[src/rtl/core/frb_pkg.sv]
// Shared types and constants for the frame ring bin transpose.
package frb_pkg;

    localparam int WORD_W    = 32;
    localparam int CFG_W     = 4;
    localparam int PADDR_W   = 4;
    localparam int PDATA_W   = 32;
    localparam int BIN_W     = 3;
    localparam int POS_W     = 3;
    localparam int COUNT_W   = 4;
    localparam logic [COUNT_W-1:0] COUNT_SAT = 4'd15;

    // register index codes, taken from paddr[3:2]
    localparam logic [1:0] REG_RING_DEPTH     = 2'd0;
    localparam logic [1:0] REG_FEATURE_LENGTH = 2'd1;
    localparam logic [1:0] REG_SPEW_MODE      = 2'd2;

    // item function codes
    localparam logic FUNC_ELEMENT = 1'b0;
    localparam logic FUNC_CLEAR   = 1'b1;

    typedef logic [WORD_W-1:0] t_word;

    // effective settings and the store clear strobe from the register block
    typedef struct packed {
        logic [CFG_W-1:0] ring_depth;
        logic [CFG_W-1:0] feature_length;
        logic             spew_mode;
        logic             clear;
    } t_cfg;

endpackage

[src/rtl/core/frb_if.sv]
// Item channels: input element items and output result items.
interface frb_in_if;
    logic                      valid;
    logic                      ready;
    logic                      func;
    logic [frb_pkg::WORD_W-1:0] sample;
    logic                      last_element;

    modport source (output valid, output func, output sample, output last_element,
                    input ready);
    modport sink   (input valid, input func, input sample, input last_element,
                    output ready);
endinterface

interface frb_out_if;
    logic                      valid;
    logic                      ready;
    logic [frb_pkg::WORD_W-1:0] value;
    logic [frb_pkg::BIN_W-1:0]  bin_index;
    logic [frb_pkg::POS_W-1:0]  frame_position;
    logic                      last;

    modport source (output valid, output value, output bin_index, output frame_position,
                    output last, input ready);
    modport sink   (input valid, input value, input bin_index, input frame_position,
                    input last, output ready);
endinterface

[src/rtl/core/frb_ram.sv]
// Generic single-port-write, single-port-read RAM with registered read data.
module frb_ram #(
    parameter int WIDTH = 32,
    parameter int DEPTH = 64
) (
    input  logic                             i_clk,
    input  logic                             i_we,
    input  logic [$clog2(DEPTH > 1 ? DEPTH : 2)-1:0] i_waddr,
    input  logic [WIDTH-1:0]                 i_wdata,
    input  logic [$clog2(DEPTH > 1 ? DEPTH : 2)-1:0] i_raddr,
    output logic [WIDTH-1:0]                 o_rdata
);
    logic [WIDTH-1:0] r_mem [DEPTH];
    logic [WIDTH-1:0] r_rdata;

    always_ff @(posedge i_clk) begin
        if (i_we) begin
            r_mem[i_waddr] <= i_wdata;
        end
        r_rdata <= r_mem[i_raddr];
    end

    assign o_rdata = r_rdata;
endmodule

[src/rtl/core/frb_cfg.sv]
// APB register block: raw registers, clamped settings and store clear strobe.
module frb_cfg #(
    parameter int MAX_FRAMES = 8,
    parameter int MAX_LENGTH = 8
) (
    input  logic                        i_clk,
    input  logic                        i_rst_n,
    input  logic                        psel,
    input  logic                        penable,
    input  logic                        pwrite,
    input  logic [frb_pkg::PADDR_W-1:0] paddr,
    input  logic [frb_pkg::PDATA_W-1:0] pwdata,
    output logic [frb_pkg::PDATA_W-1:0] prdata,
    output logic                        pready,
    output frb_pkg::t_cfg               o_cfg
);
    import frb_pkg::*;

    logic [CFG_W-1:0] r_ring_depth;
    logic [CFG_W-1:0] r_feature_length;
    logic             r_spew_mode;
    logic             wr;
    logic             clr;
    logic [1:0]       idx;

    assign pready = 1'b1;
    assign idx    = paddr[3:2];
    assign wr     = psel & penable & pwrite;
    // the store clears on the same edge as the register write
    assign clr    = wr & ((idx == REG_RING_DEPTH) | (idx == REG_FEATURE_LENGTH));

    always_ff @(posedge i_clk) begin
        if (!i_rst_n) begin
            r_ring_depth     <= CFG_W'(1);
            r_feature_length <= CFG_W'(1);
            r_spew_mode      <= 1'b0;
        end else begin
            if (wr) begin
                case (idx)
                    REG_RING_DEPTH:     r_ring_depth     <= pwdata[CFG_W-1:0];
                    REG_FEATURE_LENGTH: r_feature_length <= pwdata[CFG_W-1:0];
                    REG_SPEW_MODE:      r_spew_mode      <= pwdata[0];
                    default: ;
                endcase
            end
        end
    end

    always_comb begin
        case (idx)
            REG_RING_DEPTH:     prdata = PDATA_W'(r_ring_depth);
            REG_FEATURE_LENGTH: prdata = PDATA_W'(r_feature_length);
            REG_SPEW_MODE:      prdata = PDATA_W'(r_spew_mode);
            default:            prdata = '0;
        endcase
    end

    // zero acts as one, anything above the maximum acts as the maximum
    always_comb begin
        if (r_ring_depth == '0)
            o_cfg.ring_depth = CFG_W'(1);
        else if (32'(r_ring_depth) > MAX_FRAMES)
            o_cfg.ring_depth = CFG_W'(MAX_FRAMES);
        else
            o_cfg.ring_depth = r_ring_depth;

        if (r_feature_length == '0)
            o_cfg.feature_length = CFG_W'(1);
        else if (32'(r_feature_length) > MAX_LENGTH)
            o_cfg.feature_length = CFG_W'(MAX_LENGTH);
        else
            o_cfg.feature_length = r_feature_length;

        o_cfg.spew_mode = r_spew_mode;
        o_cfg.clear     = clr;
    end
endmodule

[src/rtl/core/frb_seq.sv]
// Sequencer: stages a vector, copies it into the frame RAM, then walks the store bin-major.
module frb_seq #(
    parameter int MAX_FRAMES = 8,
    parameter int MAX_LENGTH = 8
) (
    input  logic          i_clk,
    input  logic          i_rst_n,
    input  frb_pkg::t_cfg i_cfg,
    frb_in_if.sink        i_item,
    frb_out_if.source     o_result
);
    import frb_pkg::*;

    localparam int FW    = (MAX_FRAMES > 1) ? $clog2(MAX_FRAMES) : 1;
    localparam int LW    = (MAX_LENGTH > 1) ? $clog2(MAX_LENGTH) : 1;
    localparam int DEPTH = MAX_FRAMES * MAX_LENGTH;
    localparam int AW    = $clog2(DEPTH > 1 ? DEPTH : 2);

    localparam logic [1:0] ST_IDLE    = 2'd0;
    localparam logic [1:0] ST_COPY    = 2'd1;
    localparam logic [1:0] ST_EMIT_RD = 2'd2;
    localparam logic [1:0] ST_EMIT_LD = 2'd3;

    logic [1:0]           r_state, n_state;
    logic [COUNT_W-1:0]   r_count, n_count;
    logic [FW-1:0]        r_wf, n_wf;
    logic [FW-1:0]        r_start, n_start;
    logic [FW-1:0]        r_slot, n_slot;
    logic [FW-1:0]        r_pos, n_pos;
    logic [LW-1:0]        r_bin, n_bin;
    logic [MAX_FRAMES-1:0] r_row_valid, n_row_valid;
    t_word                r_stage [MAX_LENGTH];

    logic                 r_ovalid, n_ovalid;
    t_word                r_ovalue;
    logic [BIN_W-1:0]     r_obin;
    logic [POS_W-1:0]     r_opos;
    logic                 r_olast;

    logic                 in_acc, out_acc;
    logic [COUNT_W-1:0]   len;
    logic                 stage_we;
    logic                 bin_end, pos_end, slot_end, blk_last;
    logic [FW-1:0]        wf_inc;
    logic                 wf_full;
    logic                 ram_we;
    logic [AW-1:0]        ram_waddr, ram_raddr;
    t_word                ram_q;

    assign i_item.ready = (r_state == ST_IDLE);
    assign in_acc       = i_item.valid & i_item.ready;
    assign out_acc      = r_ovalid & o_result.ready;

    assign len      = (r_count == COUNT_SAT) ? COUNT_SAT : r_count + COUNT_W'(1);
    assign stage_we = in_acc & (i_item.func == FUNC_ELEMENT) & (32'(r_count) < MAX_LENGTH);

    assign bin_end  = (32'(r_bin) == 32'(i_cfg.feature_length) - 1);
    assign pos_end  = (32'(r_pos) == 32'(i_cfg.ring_depth) - 1);
    assign slot_end = (32'(r_slot) == 32'(i_cfg.ring_depth) - 1);
    assign blk_last = bin_end & pos_end;
    assign wf_inc   = r_wf + FW'(1);
    assign wf_full  = (32'(r_wf) + 1 == 32'(i_cfg.ring_depth));

    // row address: slot * MAX_LENGTH + bin
    assign ram_we    = (r_state == ST_COPY);
    assign ram_waddr = AW'(32'(r_wf) * MAX_LENGTH + 32'(r_bin));
    assign ram_raddr = AW'(32'(r_slot) * MAX_LENGTH + 32'(r_bin));

    frb_ram #(
        .WIDTH (WORD_W),
        .DEPTH (DEPTH)
    ) u_store (
        .i_clk   (i_clk),
        .i_we    (ram_we),
        .i_waddr (ram_waddr),
        .i_wdata (r_stage[r_bin]),
        .i_raddr (ram_raddr),
        .o_rdata (ram_q)
    );

    always_ff @(posedge i_clk) begin
        if (stage_we) begin
            r_stage[LW'(r_count)] <= i_item.sample;
        end
    end

    always_comb begin
        n_state     = r_state;
        n_count     = r_count;
        n_wf        = r_wf;
        n_start     = r_start;
        n_slot      = r_slot;
        n_pos       = r_pos;
        n_bin       = r_bin;
        n_row_valid = r_row_valid;
        n_ovalid    = r_ovalid & ~out_acc;

        case (r_state)
            ST_IDLE: begin
                if (in_acc) begin
                    if (i_item.func == FUNC_CLEAR) begin
                        n_count     = '0;
                        n_wf        = '0;
                        n_row_valid = '0;
                    end else if (!i_item.last_element) begin
                        n_count = len;
                    end else begin
                        n_count = '0;
                        if (len == i_cfg.feature_length) begin
                            n_bin   = '0;
                            n_state = ST_COPY;
                        end
                    end
                end
            end
            ST_COPY: begin
                n_bin = r_bin + LW'(1);
                if (bin_end) begin
                    n_row_valid[r_wf] = 1'b1;
                    n_wf    = wf_full ? '0 : wf_inc;
                    n_start = wf_full ? '0 : wf_inc;
                    n_slot  = wf_full ? '0 : wf_inc;
                    n_pos   = '0;
                    n_bin   = '0;
                    n_state = (wf_full || i_cfg.spew_mode) ? ST_EMIT_RD : ST_IDLE;
                end
            end
            ST_EMIT_RD: begin
                // read is in flight; go on once the output register is free
                if (!r_ovalid || o_result.ready) begin
                    n_state = ST_EMIT_LD;
                end
            end
            ST_EMIT_LD: begin
                n_ovalid = 1'b1;
                if (pos_end) begin
                    n_pos  = '0;
                    n_slot = r_start;
                    n_bin  = r_bin + LW'(1);
                end else begin
                    n_pos  = r_pos + FW'(1);
                    n_slot = slot_end ? '0 : r_slot + FW'(1);
                end
                n_state = blk_last ? ST_IDLE : ST_EMIT_RD;
            end
            default: n_state = ST_IDLE;
        endcase

        if (i_cfg.clear) begin
            n_count     = '0;
            n_wf        = '0;
            n_row_valid = '0;
        end
    end

    always_ff @(posedge i_clk) begin
        if (!i_rst_n) begin
            r_state     <= ST_IDLE;
            r_count     <= '0;
            r_wf        <= '0;
            r_start     <= '0;
            r_slot      <= '0;
            r_pos       <= '0;
            r_bin       <= '0;
            r_row_valid <= '0;
            r_ovalid    <= 1'b0;
        end else begin
            r_state     <= n_state;
            r_count     <= n_count;
            r_wf        <= n_wf;
            r_start     <= n_start;
            r_slot      <= n_slot;
            r_pos       <= n_pos;
            r_bin       <= n_bin;
            r_row_valid <= n_row_valid;
            r_ovalid    <= n_ovalid;
        end
    end

    // unwritten frame rows read as zero
    always_ff @(posedge i_clk) begin
        if (r_state == ST_EMIT_LD) begin
            r_ovalue <= r_row_valid[r_slot] ? ram_q : '0;
            r_obin   <= BIN_W'(r_bin);
            r_opos   <= POS_W'(r_pos);
            r_olast  <= blk_last;
        end
    end

    assign o_result.valid          = r_ovalid;
    assign o_result.value          = r_ovalue;
    assign o_result.bin_index      = r_obin;
    assign o_result.frame_position = r_opos;
    assign o_result.last           = r_olast;
endmodule

[src/rtl/core/frame_ring_bin_transpose.sv]
// Top level of the frame ring bin transpose (corner-turn store).
//
// Usage: element items enter on i_item (valid/ready), one 32-bit word each,
// with last_element on the final word of a vector; func = 1 clears the store.
// A vector of exactly feature_length words is copied into the next frame row
// of the ring. When the ring fills, or after every vector in spew mode, the
// store is read out on o_result bin-major, oldest frame first, with last set
// on the final word. Rows not written since the last clear read as zero.
// Flow: after the final item of a vector, the staged words are copied into the
// frame RAM bin by bin; a readout then takes each word through a RAM read and
// then an output register load. i_item.ready is low during copy and readout.
// A stalled receiver holds the output register; the readout waits on it.
// Reset empties the store at once (row valid flags), zeroes the ring pointer
// and loads ring_depth = 1, feature_length = 1, spew_mode = 0.
// Registers on APB: 0x0 ring_depth, 0x4 feature_length, 0x8 spew_mode; a write
// to either of the first two clears the store on the same edge.
module frame_ring_bin_transpose #(
    parameter int MAX_FRAMES = 8,
    parameter int MAX_LENGTH = 8
) (
    input  logic                        i_clk,
    input  logic                        i_rst_n,
    frb_in_if.sink                      i_item,
    frb_out_if.source                   o_result,
    input  logic                        psel,
    input  logic                        penable,
    input  logic                        pwrite,
    input  logic [frb_pkg::PADDR_W-1:0] paddr,
    input  logic [frb_pkg::PDATA_W-1:0] pwdata,
    output logic [frb_pkg::PDATA_W-1:0] prdata,
    output logic                        pready
);
    import frb_pkg::*;

    t_cfg cfg;

    frb_cfg #(
        .MAX_FRAMES (MAX_FRAMES),
        .MAX_LENGTH (MAX_LENGTH)
    ) u_cfg (
        .i_clk   (i_clk),
        .i_rst_n (i_rst_n),
        .psel    (psel),
        .penable (penable),
        .pwrite  (pwrite),
        .paddr   (paddr),
        .pwdata  (pwdata),
        .prdata  (prdata),
        .pready  (pready),
        .o_cfg   (cfg)
    );

    frb_seq #(
        .MAX_FRAMES (MAX_FRAMES),
        .MAX_LENGTH (MAX_LENGTH)
    ) u_seq (
        .i_clk    (i_clk),
        .i_rst_n  (i_rst_n),
        .i_cfg    (cfg),
        .i_item   (i_item),
        .o_result (o_result)
    );
endmodule
[src/flat_wrapper.sv]
// flat-port wrapper written by rule: the top's interface ports become plain ports
module frame_ring_bin_transpose_flat import frb_pkg::*;
#(
    parameter int MAX_FRAMES = 8,
    parameter int MAX_LENGTH = 8
)
  (i_clk, i_rst_n, psel, penable, pwrite, paddr, pwdata, prdata, pready, i_item_valid, i_item_func, i_item_sample, i_item_last_element, i_item_ready, o_result_valid, o_result_value, o_result_bin_index, o_result_frame_position, o_result_last, o_result_ready);
  frb_in_if i_item_i ();
  frb_out_if o_result_i ();
  input  logic i_clk;
  input  logic i_rst_n;
  input  logic psel;
  input  logic penable;
  input  logic pwrite;
  input  logic [frb_pkg::PADDR_W-1:0] paddr;
  input  logic [frb_pkg::PDATA_W-1:0] pwdata;
  output logic [frb_pkg::PDATA_W-1:0] prdata;
  output logic pready;
  input wire logic [$bits(i_item_i.valid)-1:0] i_item_valid;
  input wire logic [$bits(i_item_i.func)-1:0] i_item_func;
  input wire logic [$bits(i_item_i.sample)-1:0] i_item_sample;
  input wire logic [$bits(i_item_i.last_element)-1:0] i_item_last_element;
  output wire logic [$bits(i_item_i.ready)-1:0] i_item_ready;
  output wire logic [$bits(o_result_i.valid)-1:0] o_result_valid;
  output wire logic [$bits(o_result_i.value)-1:0] o_result_value;
  output wire logic [$bits(o_result_i.bin_index)-1:0] o_result_bin_index;
  output wire logic [$bits(o_result_i.frame_position)-1:0] o_result_frame_position;
  output wire logic [$bits(o_result_i.last)-1:0] o_result_last;
  input wire logic [$bits(o_result_i.ready)-1:0] o_result_ready;
  assign i_item_i.valid = i_item_valid;
  assign i_item_i.func = i_item_func;
  assign i_item_i.sample = i_item_sample;
  assign i_item_i.last_element = i_item_last_element;
  assign i_item_ready = i_item_i.ready;
  assign o_result_valid = o_result_i.valid;
  assign o_result_value = o_result_i.value;
  assign o_result_bin_index = o_result_i.bin_index;
  assign o_result_frame_position = o_result_i.frame_position;
  assign o_result_last = o_result_i.last;
  assign o_result_i.ready = o_result_ready;
  frame_ring_bin_transpose #(.MAX_FRAMES(MAX_FRAMES), .MAX_LENGTH(MAX_LENGTH)) u_core (.i_clk(i_clk), .i_rst_n(i_rst_n), .i_item(i_item_i), .o_result(o_result_i), .psel(psel), .penable(penable), .pwrite(pwrite), .paddr(paddr), .pwdata(pwdata), .prdata(prdata), .pready(pready));
endmodule
[config.mk]
export PLATFORM = sky130hd
export DESIGN_NAME = frame_ring_bin_transpose_flat
export DESIGN_NICKNAME = d
export VERILOG_FILES = /design/src/rtl/core/frb_pkg.sv /design/src/rtl/core/frb_if.sv /design/src/rtl/core/frb_ram.sv /design/src/rtl/core/frb_cfg.sv /design/src/rtl/core/frb_seq.sv /design/src/rtl/core/frame_ring_bin_transpose.sv /design/src/flat_wrapper.sv
export SDC_FILE = /design/constraint.sdc
export NUM_CORES = 2
export LEC_CHECK = 0
export BUFFER_PORTS_ARGS = -buffer_cell sky130_fd_sc_hd__buf_4
export CELL_PAD_IN_SITES_DETAIL_PLACEMENT = 1
export CELL_PAD_IN_SITES_GLOBAL_PLACEMENT = 2
export CORE_MARGIN = 2
export CORE_UTILIZATION = 45
export DETAILED_ROUTE_END_ITERATION = 10
export PLACE_DENSITY_LB_ADDON = 0.1
export RECOVER_POWER = 25
export SLEW_MARGIN = 20
export SYNTH_ARGS = -nofsm -noshare
export SYNTH_HDL_FRONTEND = slang
export SYNTH_SLANG_ARGS = --single-unit
[constraint.sdc]
create_clock -name i_clk -period 7.1 [get_ports i_clk]
set_input_delay 0 -clock i_clk [delete_from_list [all_inputs] [get_ports i_clk]]
set_output_delay 0 -clock i_clk [all_outputs]
set_load 0.05 [all_outputs]
==> run metrics <==
# Post-CTS Setup Buffers 0; hold slack final 0.163 ns; Logic pwr share 4.8%; gr ovfl total 0; sequential share of power 51.9%; r2r endpoint u_core.u_seq.u_store.r_mem[16][8]; 1st-iter DRT viols 5769; starting density of the core 45.2%; Longest Clk Path Bufs 4; non-filler cells, final 8497; Reg2Reg Launch Point u_core.u_seq.r_bin[2]; flops & latches, synth 2417; vias in the first global route 55500; Crit path max-delay family simple AND/OR/NAND/NOR gates; cell chain of the critical path buf_4 > nor3_1 > nand2_1 > clkbuf_1 > nor2_1 > buf_4; H-tree depth 5; async set-reset flop share out of synthesis 0%; Max Fclk 183 MHz; post-synthesis instance total 5257; Post-Synthesis Cell Area 93600 µm²; Via density 6.37; final core occ 51.8%; Die Wd 460 µm; clock sink count 2417; # rows 167; die height 460 µm; Simple-Gate Fraction of Synth Area 3.16%; Leak 32.8 nW; worst path bufs/invs 3; design area 107000 µm²; Post-synth EDFFs 2343; PortBufs 91; post-synthesis compound-gate area fraction 9.01%; Final period util 77.0%; Crit path arrival time 6.04 ns; first-pass GRT wire length 436000 µm; internal power 24.0 mW; combinational family with the most area after synthesis compound AO/OA/AOI/OAI gates; CTS clock-pin slew for the worst setup and hold paths 0.05 ns; initial antenna violation count 10; total negative setup slack 0 ns; Hold Path Depth 5; CTS resizes 0; VDD IR max 0.000336 V; register-to-register setup slack 1.63 ns; Sw Pwr 6.77 mW; Detail Route Antenna Nets 0; GP Congestion 0.785; Synth Warn # 0; element type at the critical path end register; largest net degree at the start of global routing 91; multiplexer area fraction after synthesis 8.43%; Final Hold Fails 0; register area share after synthesis 76.8%; Clock power frac 43.3%; Crit Path Category reg2reg; Num CTS Buffers 280; Area after DPL 98100 µm²; DR pass1 iterations 5; CP Launch Type register; Hold Path Class in2reg; failing checks capacitance limit, slew limit; layout overhead on the synthesized area 14.5%; ys flop type edfxtp_1; clk_lat worst skew 0.94 ns; CTS tree done; outcome finished with violations; routed vias 54100; CP most frequent cell buf_4; Root Buffer clkbuf_16; required time of the critical path 7.67 ns; Crit Path Max Fanout 29; R2R cell count 6; xor and xnor area share after synthesis 0.123%; pwr/cell area 287 nW/µm²; GR Util All Layers 29.5%; final WL 313000 µm; Die Area 212000 µm²; Switching Fraction 22.0%; dpl cells 7913; RSZ-0062 raised after global routing no; MaxCap Viol Count 11; WL/cell 36.8 µm; measured slew at the worst slew-check pin 3.13 ns; commonest non-fill, non-tap cells in the layout edfxtp_1 (2343), clkbuf_16 (287), mux2i_1 (266); final net count 5680; Ports 151; Slew Limit Fails 344; hold_sp paddr[3]; clock skew 0.0507 ns; Setup Viol. Count Final 0; layout cells sized above 1 17.9%; Tmin final 5.47 ns; final routed DRC violation total 0; area share of fa/ha/maj cells after synthesis 0.0936%; Max transition margin -109%; CORE AREA 207000 µm²; Hold EP u_core.u_seq.r_wf[2]; max incr delay on CP 2.04 ns; most common cell after layout, fill and taps aside edfxtp_1; CP max stage cell nor2_1; Yosys cell types 94; DP HPWL 168000 µm; Synth Area per Inst 17.8 µm²
tightest hold or removal path, delay by kind of cell:
kind | cells | cell delay, ns
compound gates | 2 | 0.18
buf+inv | 3 | 0.86
worst max path at each step:
| stage | from | end | depth (start not counted) |
|---|---|---|---|
| global placement | u_core.u_seq.r_bin[0] | u_core.u_seq.u_store.r_mem[30][26] | 6 |
| detailed placement | u_core.u_seq.r_bin[0] | u_core.u_seq.u_store.r_mem[30][26] | 6 |
| finish | u_core.u_seq.r_bin[2] | u_core.u_seq.u_store.r_mem[16][8] | 6 |
| floorplan | u_core.u_seq.r_state[1] | u_core.u_seq.r_stage[1][0] | 6 |
| global route | u_core.u_seq.r_bin[2] | u_core.u_seq.u_store.r_mem[16][30] | 6 |
| CTS | u_core.u_seq.r_bin[0] | u_core.u_seq.u_store.r_mem[30][12] | 6 |
metrics by stage:
stage / setup slack [ns] / power [mW]
detailed placement: 3.06 / 17.7
global route: 1.63 / 31.5
floorplan: 3.35 / 16.9
global placement: 3.06 / 17.6
finish: 1.63 / 30.7
CTS: 3.03 / 30.9
kinds of logic (layout without fill, tap and decap cells):
family / count (synthesis) / after routing
adders and majority gates: 7 / 7
AOI/OAI and AO/OA: 1172 / 1172
other: 2 / 36
buffers and inverters: 398 / 900
and+or+nand+nor: 654 / 654
muxes: 597 / 597
DFF: 2417 / 2417
xor gates and xnor gates: 10 / 10
flip-flops by register name, indices dropped and copies added (netlist names), named ones only:
| register | cells |
|---|---|
| u_core.u_cfg.r_feature_length | 4 |
| u_core.u_cfg.r_ring_depth | 4 |
| u_core.u_cfg.r_spew_mode | 1 |
| u_core.u_seq.o_result.bin_index | 3 |
| u_core.u_seq.o_result.frame_position | 3 |
| u_core.u_seq.o_result.last | 1 |
| u_core.u_seq.o_result.valid | 1 |
| u_core.u_seq.o_result.value | 32 |
| u_core.u_seq.r_bin | 3 |
| u_core.u_seq.r_count | 4 |
| u_core.u_seq.r_pos | 3 |
| u_core.u_seq.r_row_valid | 8 |
| u_core.u_seq.r_slot | 3 |
| u_core.u_seq.r_stage | 256 |
| u_core.u_seq.r_start | 3 |
| u_core.u_seq.r_state | 2 |
| u_core.u_seq.r_wf | 3 |
| u_core.u_seq.u_store.o_rdata | 32 |
| u_core.u_seq.u_store.r_mem | 2048 |
routing by layer:
layer / wire [µm] / global-route usage [%] / vias to the layer above / share of wire, %
met5: 25 / 0 / - / 0.0080
met4: 9340 / 8.85 / 4 / 3.0
met3: 21700 / 4.68 / 483 / 6.9
met2: 151000 / 48.3 / 2239 / 48
met1: 131000 / 40.7 / 29300 / 42
li1: - / - / 22100 / -
area by class of cell:
class | instances | area [µm²]
timing repair buffer | 413 | 3400
fill | 18800 | 99700
antenna | 7 | 17.5
inverter | 15 | 66.3
tap | 2704 | 3380
clock buffer | 375 | 7550
multi-input combinational | 2469 | 20200
clock inverter | 97 | 667
sequential | 2417 | 71900
cells in the mapped netlist (all sizes together) (5+ instances only):
cell / count / area [µm²]
a22oi: 137 / 1030
mux2: 199 / 2240
nor3: 15 / 80.1
o2bb2ai: 36 / 315
nand2: 157 / 589
nand2b: 18 / 113
a21boi: 8 / 60.1
nor2b: 50 / 313
or3: 9 / 56.3
o311ai: 6 / 52.6
dfxtp: 74 / 1480
buf: 280 / 1810
inv: 15 / 56.3
and2: 7 / 43.8
a31oi: 17 / 106
o22ai: 13 / 81.3
mux4: 131 / 2980
mux2i: 267 / 2670
a211oi: 19 / 155
nor2: 292 / 1120
a211o: 6 / 52.6
o22a: 7 / 61.3
nand3: 57 / 285
nand3b: 7 / 52.6
clkbuf: 102 / 387
nand4: 15 / 93.8
or2: 9 / 56.3
a21oi: 260 / 1300
o21ai: 154 / 771
o221ai: 56 / 490
a221o: 26 / 260
ha: 7 / 87.6
o2111ai: 10 / 87.6
o211ai: 75 / 563
a32oi: 10 / 87.6
a222oi: 15 / 150
o21bai: 5 / 37.5
a22o: 39 / 342
a221oi: 231 / 2030
edfxtp: 2343 / 70400
what timing repair did:
item | in CTS | in global routing
hold buffers | 103 | 0
endpoints found under the hold margin | 297 | 0
setup endpoints to repair | 0 | 0
power groups by stage:
stage	logic (mW)	registers, mW	clock network, mW
final	1.47	16.0	13.3
after global routing	1.55	16.0	14.0
after CTS	1.46	16.0	13.5
after detailed placement	1.41	16.3	0
after global placement	1.38	16.3	0
after floorplan	0.702	16.2	0
Note: power is estimated with default switching activity, not from simulation.
